$ cat config.mk
export PLATFORM = sky130hd
export DESIGN_NAME = earliest_finish_worker_picker_top_flat
export DESIGN_NICKNAME = d
export VERILOG_FILES = /design/src/design/efwp_pkg.sv /design/src/design/efwp_stream_if.sv /design/src/design/efwp_ctrl.sv /design/src/design/efwp_datapath.sv /design/src/design/earliest_finish_worker_picker_top.sv /design/src/flat_wrapper.sv
export SDC_FILE = /design/constraint.sdc
export NUM_CORES = 2
export LEC_CHECK = 0
export ABC_AREA = 1
export BUFFER_PORTS_ARGS = -buffer_cell sky130_fd_sc_hd__buf_2
export CAP_MARGIN = 5
export CORE_MARGIN = 4
export CORE_UTILIZATION = 45
export DETAILED_ROUTE_END_ITERATION = 12
export PLACE_DENSITY = 0.65
export SLEW_MARGIN = 20
export SYNTH_ARGS = -nofsm -noshare
export SYNTH_HDL_FRONTEND = slang
export SYNTH_SLANG_ARGS = --single-unit
$ cat constraint.sdc
create_clock -name clk -period 10.95 [get_ports clk]
set_clock_uncertainty 0.05 [all_clocks]
set_input_delay 0.5475 -clock clk [delete_from_list [all_inputs] [get_ports clk]]
set_output_delay 0.5475 -clock clk [all_outputs]
set_load 0.03 [all_outputs]
$ cat src/design/efwp_pkg.sv
// Package for the earliest-finish worker picker: item types, command and
// status structs, codes and saturating time helpers. No dependencies.
`default_nettype none

package efwp_pkg;

  localparam int WORKER_COUNT_DEF = 4;
  localparam int INPUT_WORKERS    = 4;
  localparam int TIME_W           = 40;
  localparam int EST_W            = 32;
  localparam int ACTIVE_W         = 3;
  localparam logic [ACTIVE_W-1:0] ACTIVE_RESET = 3'd4;

  localparam logic OP_PUSH = 1'b0;
  localparam logic OP_POP  = 1'b1;

  localparam logic STATUS_OK    = 1'b0;
  localparam logic STATUS_ERROR = 1'b1;

  typedef logic [TIME_W-1:0] time_t;

  typedef struct packed {
    logic        operation;
    logic [31:0] now_time;
    logic [1:0]  pop_worker;
    logic [31:0] pop_length;
    logic [3:0]  eligible_mask;
    logic [3:0]  unknown_mask;
    logic [31:0] est_0;
    logic [31:0] est_1;
    logic [31:0] est_2;
    logic [31:0] est_3;
  } in_item_t;

  typedef struct packed {
    logic [1:0]  chosen_worker;
    logic [31:0] assigned_length;
    logic        status;
  } out_item_t;

  typedef logic [ACTIVE_W-1:0] cfg_item_t;

  // Commands from the controller to the datapath.
  typedef struct packed {
    logic load;      // capture the accepted item and clear the scan state
    logic scan;      // advance the two-stage worker scan by one step
    logic push_fin;  // charge the winner and load the result register
    logic pop_upd;   // update length and start of the popped worker
    logic pop_fin;   // update end of the popped worker and load the result
  } cmd_t;

  // Status from the datapath to the controller.
  typedef struct packed {
    logic req_is_pop;  // operation field of the item offered on the input
    logic scan_done;   // scan finished or stopped on a worker with no estimate
    logic out_free;    // result register can take a new result this cycle
  } status_t;

  function automatic time_t sat_add(input time_t a, input time_t b);
    logic [TIME_W:0] s;
    s = {1'b0, a} + {1'b0, b};
    return s[TIME_W] ? '1 : s[TIME_W-1:0];
  endfunction

  function automatic time_t max_time(input time_t a, input time_t b);
    return (a > b) ? a : b;
  endfunction

endpackage

`default_nettype wire

$ cat src/design/efwp_stream_if.sv
// Valid/ready channel interface used by the picker's request, result and
// configuration ports. The payload type is a parameter.
`default_nettype none

interface efwp_stream_if #(
  parameter type payload_t = logic
) ();
  logic     valid;
  logic     ready;
  payload_t data;

  modport source (output valid, output data, input ready);
  modport sink   (input valid, input data, output ready);
endinterface

`default_nettype wire

$ cat src/design/efwp_ctrl.sv
// Controller state machine of the picker. It sequences the datapath through
// the push scan or the pop update. Depends on efwp_pkg.
`default_nettype none

module efwp_ctrl (
  input  wire logic             clk,
  input  wire logic             rst,
  input  wire logic             in_valid,
  output logic                  in_ready,
  input  wire efwp_pkg::status_t status,
  output efwp_pkg::cmd_t        cmd
);

  typedef enum logic [4:0] {
    S_IDLE     = 5'b00001,
    S_SCAN     = 5'b00010,
    S_PUSH_FIN = 5'b00100,
    S_POP_UPD  = 5'b01000,
    S_POP_FIN  = 5'b10000
  } state_t;

  state_t state;
  state_t state_next;

  always_ff @(posedge clk) begin
    if (rst) begin
      state <= S_IDLE;
    end else begin
      state <= state_next;
    end
  end

  always_comb begin
    state_next = state;
    cmd        = '0;
    in_ready   = 1'b0;
    unique case (state)
      S_IDLE: begin
        in_ready = 1'b1;
        if (in_valid) begin
          cmd.load   = 1'b1;
          state_next = status.req_is_pop ? S_POP_UPD : S_SCAN;
        end
      end
      S_SCAN: begin
        cmd.scan = 1'b1;
        if (status.scan_done) begin
          state_next = S_PUSH_FIN;
        end
      end
      S_PUSH_FIN: begin
        if (status.out_free) begin
          cmd.push_fin = 1'b1;
          state_next   = S_IDLE;
        end
      end
      S_POP_UPD: begin
        cmd.pop_upd = 1'b1;
        state_next  = S_POP_FIN;
      end
      S_POP_FIN: begin
        if (status.out_free) begin
          cmd.pop_fin = 1'b1;
          state_next  = S_IDLE;
        end
      end
      default: begin
        state_next = S_IDLE;
      end
    endcase
  end

endmodule

`default_nettype wire

$ cat src/design/efwp_datapath.sv
// Datapath of the picker: per-worker time state, the two-stage scan, the
// pop arithmetic and the result register. Depends on efwp_pkg.
`default_nettype none

module efwp_datapath #(
  parameter int WORKER_COUNT = efwp_pkg::WORKER_COUNT_DEF
) (
  input  wire logic                clk,
  input  wire logic                rst,
  input  wire efwp_pkg::cmd_t      cmd,
  output efwp_pkg::status_t        status,
  input  wire efwp_pkg::in_item_t  req_data,
  input  wire logic                cfg_valid,
  input  wire efwp_pkg::cfg_item_t cfg_data,
  output logic                     out_valid,
  output efwp_pkg::out_item_t      out_data,
  input  wire logic                out_ready
);

  localparam int IDX_W = (WORKER_COUNT > 1) ? $clog2(WORKER_COUNT) : 1;
  localparam int CNT_W = $clog2(WORKER_COUNT + 1);
  localparam int TW    = efwp_pkg::TIME_W;
  localparam int EW    = efwp_pkg::EST_W;

  efwp_pkg::cfg_item_t active_workers;
  efwp_pkg::in_item_t  item;

  efwp_pkg::time_t expected_start [WORKER_COUNT];
  efwp_pkg::time_t queued_length  [WORKER_COUNT];
  efwp_pkg::time_t expected_end   [WORKER_COUNT];

  // Scan position and the stage register between clamp and compare.
  logic [CNT_W-1:0] scan_idx;
  logic             pipe_valid;
  logic [IDX_W-1:0] pipe_idx;
  efwp_pkg::time_t  pipe_base;
  logic [EW-1:0]    pipe_est;

  // Running best candidate.
  logic             found;
  logic             hit;
  logic [IDX_W-1:0] best_idx;
  efwp_pkg::time_t  best_fin;
  logic [EW-1:0]    charge;

  logic [CNT_W-1:0] limit;
  logic [IDX_W-1:0] cur;
  logic [2:0]       cur_ext;
  logic             cur_elig;
  logic             cur_unk;
  logic [EW-1:0]    cur_est;
  logic             stage1_go;
  logic             stage1_hit;
  efwp_pkg::time_t  now_ext;
  efwp_pkg::time_t  start_cl;
  efwp_pkg::time_t  end_cl;
  efwp_pkg::time_t  fin;
  logic             fin_better;

  logic             pop_bad;
  logic [IDX_W-1:0] pop_idx;
  efwp_pkg::time_t  pop_len_ext;

  always_comb begin
    if (active_workers > efwp_pkg::ACTIVE_W'(WORKER_COUNT)) begin
      limit = CNT_W'(WORKER_COUNT);
    end else begin
      limit = CNT_W'(active_workers);
    end
  end

  assign cur     = scan_idx[IDX_W-1:0];
  assign cur_ext = 3'(cur);
  assign now_ext = TW'(item.now_time);

  always_comb begin
    cur_elig = 1'b0;
    cur_unk  = 1'b0;
    if (cur_ext < 3'(efwp_pkg::INPUT_WORKERS)) begin
      cur_elig = item.eligible_mask[cur_ext[1:0]];
      cur_unk  = item.unknown_mask[cur_ext[1:0]];
    end
    unique case (cur_ext[1:0])
      2'd0:    cur_est = item.est_0;
      2'd1:    cur_est = item.est_1;
      2'd2:    cur_est = item.est_2;
      default: cur_est = item.est_3;
    endcase
  end

  assign stage1_go  = cmd.scan && (scan_idx < limit) && !hit;
  assign stage1_hit = stage1_go && cur_elig && cur_unk;
  assign start_cl   = efwp_pkg::max_time(expected_start[cur], now_ext);
  assign end_cl     = efwp_pkg::max_time(expected_end[cur], now_ext);
  assign fin        = efwp_pkg::sat_add(pipe_base, TW'(pipe_est));
  assign fin_better = !found || (fin < best_fin);

  assign pop_bad     = {1'b0, item.pop_worker} >= 3'(WORKER_COUNT);
  assign pop_idx     = IDX_W'(item.pop_worker);
  assign pop_len_ext = TW'(item.pop_length);

  assign status.req_is_pop = (req_data.operation == efwp_pkg::OP_POP);
  assign status.scan_done  = hit || ((scan_idx >= limit) && !pipe_valid);
  assign status.out_free   = !out_valid || out_ready;

  // Configuration and item capture.
  always_ff @(posedge clk) begin
    if (rst) begin
      active_workers <= efwp_pkg::ACTIVE_RESET;
    end else if (cfg_valid) begin
      active_workers <= cfg_data;
    end
  end

  always_ff @(posedge clk) begin
    if (cmd.load) begin
      item <= req_data;
    end
  end

  // Scan control.
  always_ff @(posedge clk) begin
    if (rst) begin
      scan_idx   <= '0;
      pipe_valid <= 1'b0;
      found      <= 1'b0;
      hit        <= 1'b0;
    end else if (cmd.load) begin
      scan_idx   <= '0;
      pipe_valid <= 1'b0;
      found      <= 1'b0;
      hit        <= 1'b0;
    end else if (cmd.scan) begin
      if (stage1_hit) begin
        hit        <= 1'b1;
        found      <= 1'b1;
        pipe_valid <= 1'b0;
      end else begin
        pipe_valid <= stage1_go && cur_elig;
        if (stage1_go) begin
          scan_idx <= scan_idx + CNT_W'(1);
        end
        if (pipe_valid && fin_better) begin
          found <= 1'b1;
        end
      end
    end
  end

  // Scan payload registers.
  always_ff @(posedge clk) begin
    if (stage1_go) begin
      pipe_idx  <= cur;
      pipe_base <= efwp_pkg::sat_add(start_cl, queued_length[cur]);
      pipe_est  <= cur_est;
    end
    if (stage1_hit) begin
      best_idx <= cur;
      charge   <= '0;
    end else if (cmd.scan && pipe_valid && fin_better) begin
      best_idx <= pipe_idx;
      best_fin <= fin;
      charge   <= pipe_est;
    end
  end

  // Worker state.
  always_ff @(posedge clk) begin
    if (rst) begin
      for (int w = 0; w < WORKER_COUNT; w++) begin
        expected_start[w] <= '0;
        queued_length[w]  <= '0;
        expected_end[w]   <= '0;
      end
    end else begin
      priority if (stage1_go) begin
        expected_start[cur] <= start_cl;
        expected_end[cur]   <= end_cl;
      end else if (cmd.push_fin && found) begin
        expected_end[best_idx]  <= efwp_pkg::sat_add(expected_end[best_idx], TW'(charge));
        queued_length[best_idx] <= efwp_pkg::sat_add(queued_length[best_idx], TW'(charge));
      end else if (cmd.pop_upd && !pop_bad) begin
        queued_length[pop_idx]  <= (queued_length[pop_idx] > pop_len_ext) ?
                                   queued_length[pop_idx] - pop_len_ext : '0;
        expected_start[pop_idx] <= efwp_pkg::sat_add(now_ext, pop_len_ext);
      end else if (cmd.pop_fin && !pop_bad) begin
        expected_end[pop_idx] <= efwp_pkg::sat_add(expected_start[pop_idx],
                                                   queued_length[pop_idx]);
      end else begin
      end
    end
  end

  // Result register.
  always_ff @(posedge clk) begin
    if (rst) begin
      out_valid <= 1'b0;
    end else if (cmd.push_fin || cmd.pop_fin) begin
      out_valid <= 1'b1;
    end else if (out_ready) begin
      out_valid <= 1'b0;
    end
  end

  always_ff @(posedge clk) begin
    if (cmd.push_fin) begin
      if (found) begin
        out_data.chosen_worker   <= 2'(best_idx);
        out_data.assigned_length <= charge;
        out_data.status          <= efwp_pkg::STATUS_OK;
      end else begin
        out_data.chosen_worker   <= '0;
        out_data.assigned_length <= '0;
        out_data.status          <= efwp_pkg::STATUS_ERROR;
      end
    end else if (cmd.pop_fin) begin
      out_data.chosen_worker   <= item.pop_worker;
      out_data.assigned_length <= pop_bad ? '0 : item.pop_length;
      out_data.status          <= pop_bad ? efwp_pkg::STATUS_ERROR : efwp_pkg::STATUS_OK;
    end
  end

endmodule

`default_nettype wire

$ cat src/design/earliest_finish_worker_picker_top.sv
// Top level of the earliest-finish worker picker. Depends on efwp_pkg,
// efwp_stream_if, efwp_ctrl and efwp_datapath.
//
// Usage: the block picks, for each pushed task, the worker that is expected
// to finish it first, and tracks per-worker start, queued length and end.
// The req channel carries one item per transfer: a push (eligibility and
// no-estimate masks plus one estimate per worker) or a pop (worker and the
// popped job's length). The rsp channel returns exactly one result per item.
// The cfg channel writes active_workers; it is always ready and must only be
// used while no item is in flight.
// Push: the scan visits one worker per cycle through a two-stage clamp/compare
// path and stops early at an eligible worker with no estimate. A pop first
// updates the worker's length and start, then its end. One item is worked
// on at a time; req is ready again in the cycle after the result is loaded.
// Stall: a finished result waits in the result register; a new item is
// accepted meanwhile and the block holds before its final step until the
// register is taken. Reset clears all worker times to zero, sets
// active_workers to 4 and empties the result register.
`default_nettype none

module earliest_finish_worker_picker_top #(
  parameter int WORKER_COUNT = efwp_pkg::WORKER_COUNT_DEF
) (
  input wire logic   clk,
  input wire logic   rst,
  efwp_stream_if.sink   req,
  efwp_stream_if.source rsp,
  efwp_stream_if.sink   cfg
);

  efwp_pkg::cmd_t    cmd;
  efwp_pkg::status_t status;

  // Configuration writes are always taken.
  assign cfg.ready = 1'b1;

  efwp_ctrl u_ctrl (
    .clk      (clk),
    .rst      (rst),
    .in_valid (req.valid),
    .in_ready (req.ready),
    .status   (status),
    .cmd      (cmd)
  );

  efwp_datapath #(
    .WORKER_COUNT (WORKER_COUNT)
  ) u_datapath (
    .clk       (clk),
    .rst       (rst),
    .cmd       (cmd),
    .status    (status),
    .req_data  (req.data),
    .cfg_valid (cfg.valid),
    .cfg_data  (cfg.data),
    .out_valid (rsp.valid),
    .out_data  (rsp.data),
    .out_ready (rsp.ready)
  );

endmodule

`default_nettype wire

$ cat src/flat_wrapper.sv
// flat-port wrapper written by rule: the top's interface ports become plain ports
module earliest_finish_worker_picker_top_flat 
#(
  parameter int WORKER_COUNT = efwp_pkg::WORKER_COUNT_DEF
)
  (clk, rst, req_valid, req_data, req_ready, rsp_valid, rsp_data, rsp_ready, cfg_valid, cfg_data, cfg_ready);
  efwp_stream_if #(.payload_t(efwp_pkg::in_item_t)) req_i ();
  efwp_stream_if #(.payload_t(efwp_pkg::out_item_t)) rsp_i ();
  efwp_stream_if #(.payload_t(efwp_pkg::cfg_item_t)) cfg_i ();
  input wire logic clk;
  input wire logic rst;
  input wire logic [$bits(req_i.valid)-1:0] req_valid;
  input wire logic [$bits(req_i.data)-1:0] req_data;
  output wire logic [$bits(req_i.ready)-1:0] req_ready;
  output wire logic [$bits(rsp_i.valid)-1:0] rsp_valid;
  output wire logic [$bits(rsp_i.data)-1:0] rsp_data;
  input wire logic [$bits(rsp_i.ready)-1:0] rsp_ready;
  input wire logic [$bits(cfg_i.valid)-1:0] cfg_valid;
  input wire logic [$bits(cfg_i.data)-1:0] cfg_data;
  output wire logic [$bits(cfg_i.ready)-1:0] cfg_ready;
  assign req_i.valid = req_valid;
  assign req_i.data = req_data;
  assign req_ready = req_i.ready;
  assign rsp_valid = rsp_i.valid;
  assign rsp_data = rsp_i.data;
  assign rsp_i.ready = rsp_ready;
  assign cfg_i.valid = cfg_valid;
  assign cfg_i.data = cfg_data;
  assign cfg_ready = cfg_i.ready;
  earliest_finish_worker_picker_top #(.WORKER_COUNT(WORKER_COUNT)) u_core (.clk(clk), .rst(rst), .req(req_i), .rsp(rsp_i), .cfg(cfg_i));
endmodule
==> flow_summary.toml <==
[cts]
ctsHtreeMaxLevel = 3
clkLatencyLatePin_ns = 0.68
clockRootBuffer = "clkbuf_16"
cts_sinks = 726
cts_tree = "done"
cts_setup_buffers = 0
numCtsBuffers = 82
clockBufferDepth = 3
clkTransAtPathRegs_ns = 0.07

[outcome]
status = "finished clean"

[logic_synthesis]
synth_seq_cells = 726
ys_types = 58
yosysWarnings = 0
ys.flop_type = "edfxtp_1"
synth-async-reset-ratio_pct = 0
yosysSeqAreaShare_pct = 50.0
synth_edf_count = 673
synth_top_area_share_pct = 47.5
synthTopCellsByArea = "edfxtp_1, nand2_1, ha_1"
synthCells = 4972
netlist_area_mm2 = 0.0426
synth_fp_nets = 5432
synth.avg_cell_area_um2 = 8.56
yosys.area.top_type = "edfxtp_1"

[floorplan]
die_x_um = 316
start_util_pct = 45.5
io-pin-count = 249
die_area_mm2 = 0.0996
core_area_mm2 = 0.0936
placementRows = 112
die_y_um = 316

[worst_setup_path]
r2r_setup_slack_ns = 2.83
crit_family = "simple AND/OR/NAND/NOR gates"
worstSetupPathType = "flip-flop to flip-flop"
cp_common_cell = "nand2_1"
path_buf_inv = 4
required_ns = 11.29
critPathMaxFanout = 45
r2r_end = "u_core.u_datapath.pipe_base[33]"
end_kind = "flip-flop"
cpMaxStageDelayCell = "clkinv_1"
cp-start-kind = "flip-flop"
arrival_ns = 8.46
r2r_cells = 27
max_stage_delay_ns = 0.68

[sta]
timing.final.max_slew_violations = 0
fin_tns_setup_ns = 0
rsz0062_at_grt = "no"
max_slew_margin_pct = 22.5
tightest_slew_ns = 1.16
min_period_over_period_pct = 74.2
finalHoldViolCount = 0
min_period_ns = 8.12
setup_viol = 0
fmaxAchievable_ghz = 0.123

[pwr]
power.switching_uw = 4060
power_switching_share_pct = 39.3
combinationalPowerShare_pct = 35.7
internal_power_uw = 6280
ir_drop_mv = 0.181
p_leak_uw = 0.0209
clkPwrFrac_pct = 27.2
power_density_mw_per_mm2 = 207
p_seq_share_pct = 37.1

[detailed_routing]
vias_per_cell = 5.73
drtAntennaViolNets = 0
routedWlPerCell_um = 23.3
firstDrtPassIters = 7
detailroute.via_count = 38400
drc_errors = 0
drtIter0Drc = 4667
wl_mm = 156

[flow_run]
drv_cap = 0

[global_routing]
globalRouteOverflowTotal = 0
grt_pass1_wl_mm = 229
grt_usage_pct = 30.7
grt_pass1_vias = 36200
antenna_found_initial = 4
grt_max_degree = 192

[cells_and_area]
layout_common_cells = "nand2_1, nor2_1, edfxtp_1, inv_1, o21ai_0"
area_growth_pct = 17.2
final_net_count = 5832
layout.cells.most_common = "nand2_1"
drive_above_1_share_pct = 9.12
final_area_mm2 = 0.0499

[hold_path]
whs_endpoint = "u_core.u_datapath.active_workers[2]"
whs_path_depth = 2
hp-start = "cfg_valid"
hp-class = "input pin to flip-flop"

[placement]
dp_hpwl_mm = 113
post_dp_cell_area_mm2 = 0.0451
portBuffers = 247
globalplace.congestion = 1.03
[sequential cells by signal, indices dropped and copies added, names as in the netlist, named ones only]
register and cells:
u_core.u_ctrl.state 5, u_core.u_datapath.out_data 35, u_core.u_datapath.pipe_est 32, u_core.u_datapath.expected_start 160, u_core.u_datapath.active_workers 3, u_core.u_datapath.charge 32
u_core.u_datapath.pipe_valid 1, u_core.u_datapath.pipe_base 40, u_core.u_datapath.queued_length 160, u_core.u_datapath.found 1, u_core.u_datapath.best_idx 2, u_core.u_datapath.best_fin 40
u_core.u_datapath.pop_idx 2, u_core.u_datapath.pipe_idx 2, u_core.u_datapath.scan_idx 3, u_core.u_datapath.out_valid 1, u_core.u_datapath.hit 1, u_core.u_datapath.item 200
[through the flow]
| stage | instances | hold WS [ns] | power, uW | setup slack (ns) | util (%) |
|---|---|---|---|---|---|
| 2_1_floorplan | 4972 | 0.380 | 6210 | 3.22 | - |
| 3_3_place_gp | 6340 | 0.395 | 7360 | 3.23 | 48.2 |
| 3_5_place_dp | 6340 | 0.399 | 7390 | 3.09 | 48.2 |
| 4_1_cts | 6692 | 0.00600 | 10200 | 3.04 | 53.3 |
| 5_1_grt | 6694 | 0.0820 | 10900 | 2.28 | 53.3 |
| 6_report | 6694 | 0.0778 | 10300 | 2.83 | 53.3 |
[layout make-up]
class	instances	area, um2
Fill cell	8610	43700
Tap cell	1254	1570
Clock inverter	52	591
Multi-Input combinational cell	3505	18500
Antenna cell	2	5.00
Clock buffer	98	2140
Inverter	551	2070
Sequential cell	726	21300
Timing Repair Buffer	506	3700
[synthesized netlist by cell type, drive strengths merged, types with 11 or more instances]
| cell | number |
|---|---|
| nand4 | 26 |
| o21ai | 519 |
| clkbuf | 158 |
| nor3 | 33 |
| a32oi | 14 |
| edfxtp | 673 |
| o22ai | 115 |
| a21oi | 405 |
| o21a | 26 |
| ha | 244 |
| a31oi | 60 |
| inv | 546 |
| xor2 | 51 |
| xnor2 | 31 |
| nand2 | 923 |
| or2 | 32 |
| a21boi | 22 |
| a21o | 14 |
| nand3b | 11 |
| buf | 32 |
| dfxtp | 53 |
| nand3 | 177 |
| nor2 | 720 |
[metal layers]
metal	track usage [%]	share of wire, %
met5	0	0.0077
met4	13.3	5.0
met3	7.24	10
met2	46.7	43
met1	42.0	42
[power groups by stage]
stage | combinational, uW | sequential, uW | clock (uW)
5_1_grt | 4050 | 3850 | 2960
3_3_place_gp | 3490 | 3870 | 0
4_1_cts | 3590 | 3820 | 2840
2_1_floorplan | 2460 | 3750 | 0
3_5_place_dp | 3520 | 3870 | 0
6_report | 3690 | 3840 | 2810
[cell families (layout without fill, tap and decap cells)]
| logic type | Yosys count | in the layout | synth area share (%) |
|---|---|---|---|
| buf+inv | 741 | 1207 | 6.68 |
| other cells | 1 | 3 | 0.00881 |
| simple gates | 1947 | 1947 | 18.5 |
| xor+xnor | 82 | 82 | 1.69 |
| compound gates | 1226 | 1226 | 15.8 |
| flops | 726 | 726 | 50.0 |
| fa+ha+maj | 249 | 249 | 7.40 |
[how the worst max path moves through the flow]
stage                           startpoint                         endpoint  slack, ns  cells after the start
finish                           flip-flop  u_core.u_datapath.pipe_base[33]       2.83                     27
global route                     flip-flop  u_core.u_datapath.pipe_base[33]       2.28                     27
CTS                              flip-flop  u_core.u_datapath.pipe_base[33]       3.04                     27
detailed placement               flip-flop  u_core.u_datapath.pipe_base[24]       3.09                     27
global placement                 flip-flop  u_core.u_datapath.pipe_base[25]       3.23                     27
floorplan           u_core.u_ctrl.state[3]        u_core.u_datapath.item[0]       3.22                      5
[repair_timing]
action,in CTS,in global routing
hold buffers,202,0
endpoints found under the setup margin,0,0
gates resized for setup,0,0
endpoints found under the hold margin,202,0
(Power assumes the default switching activity.)
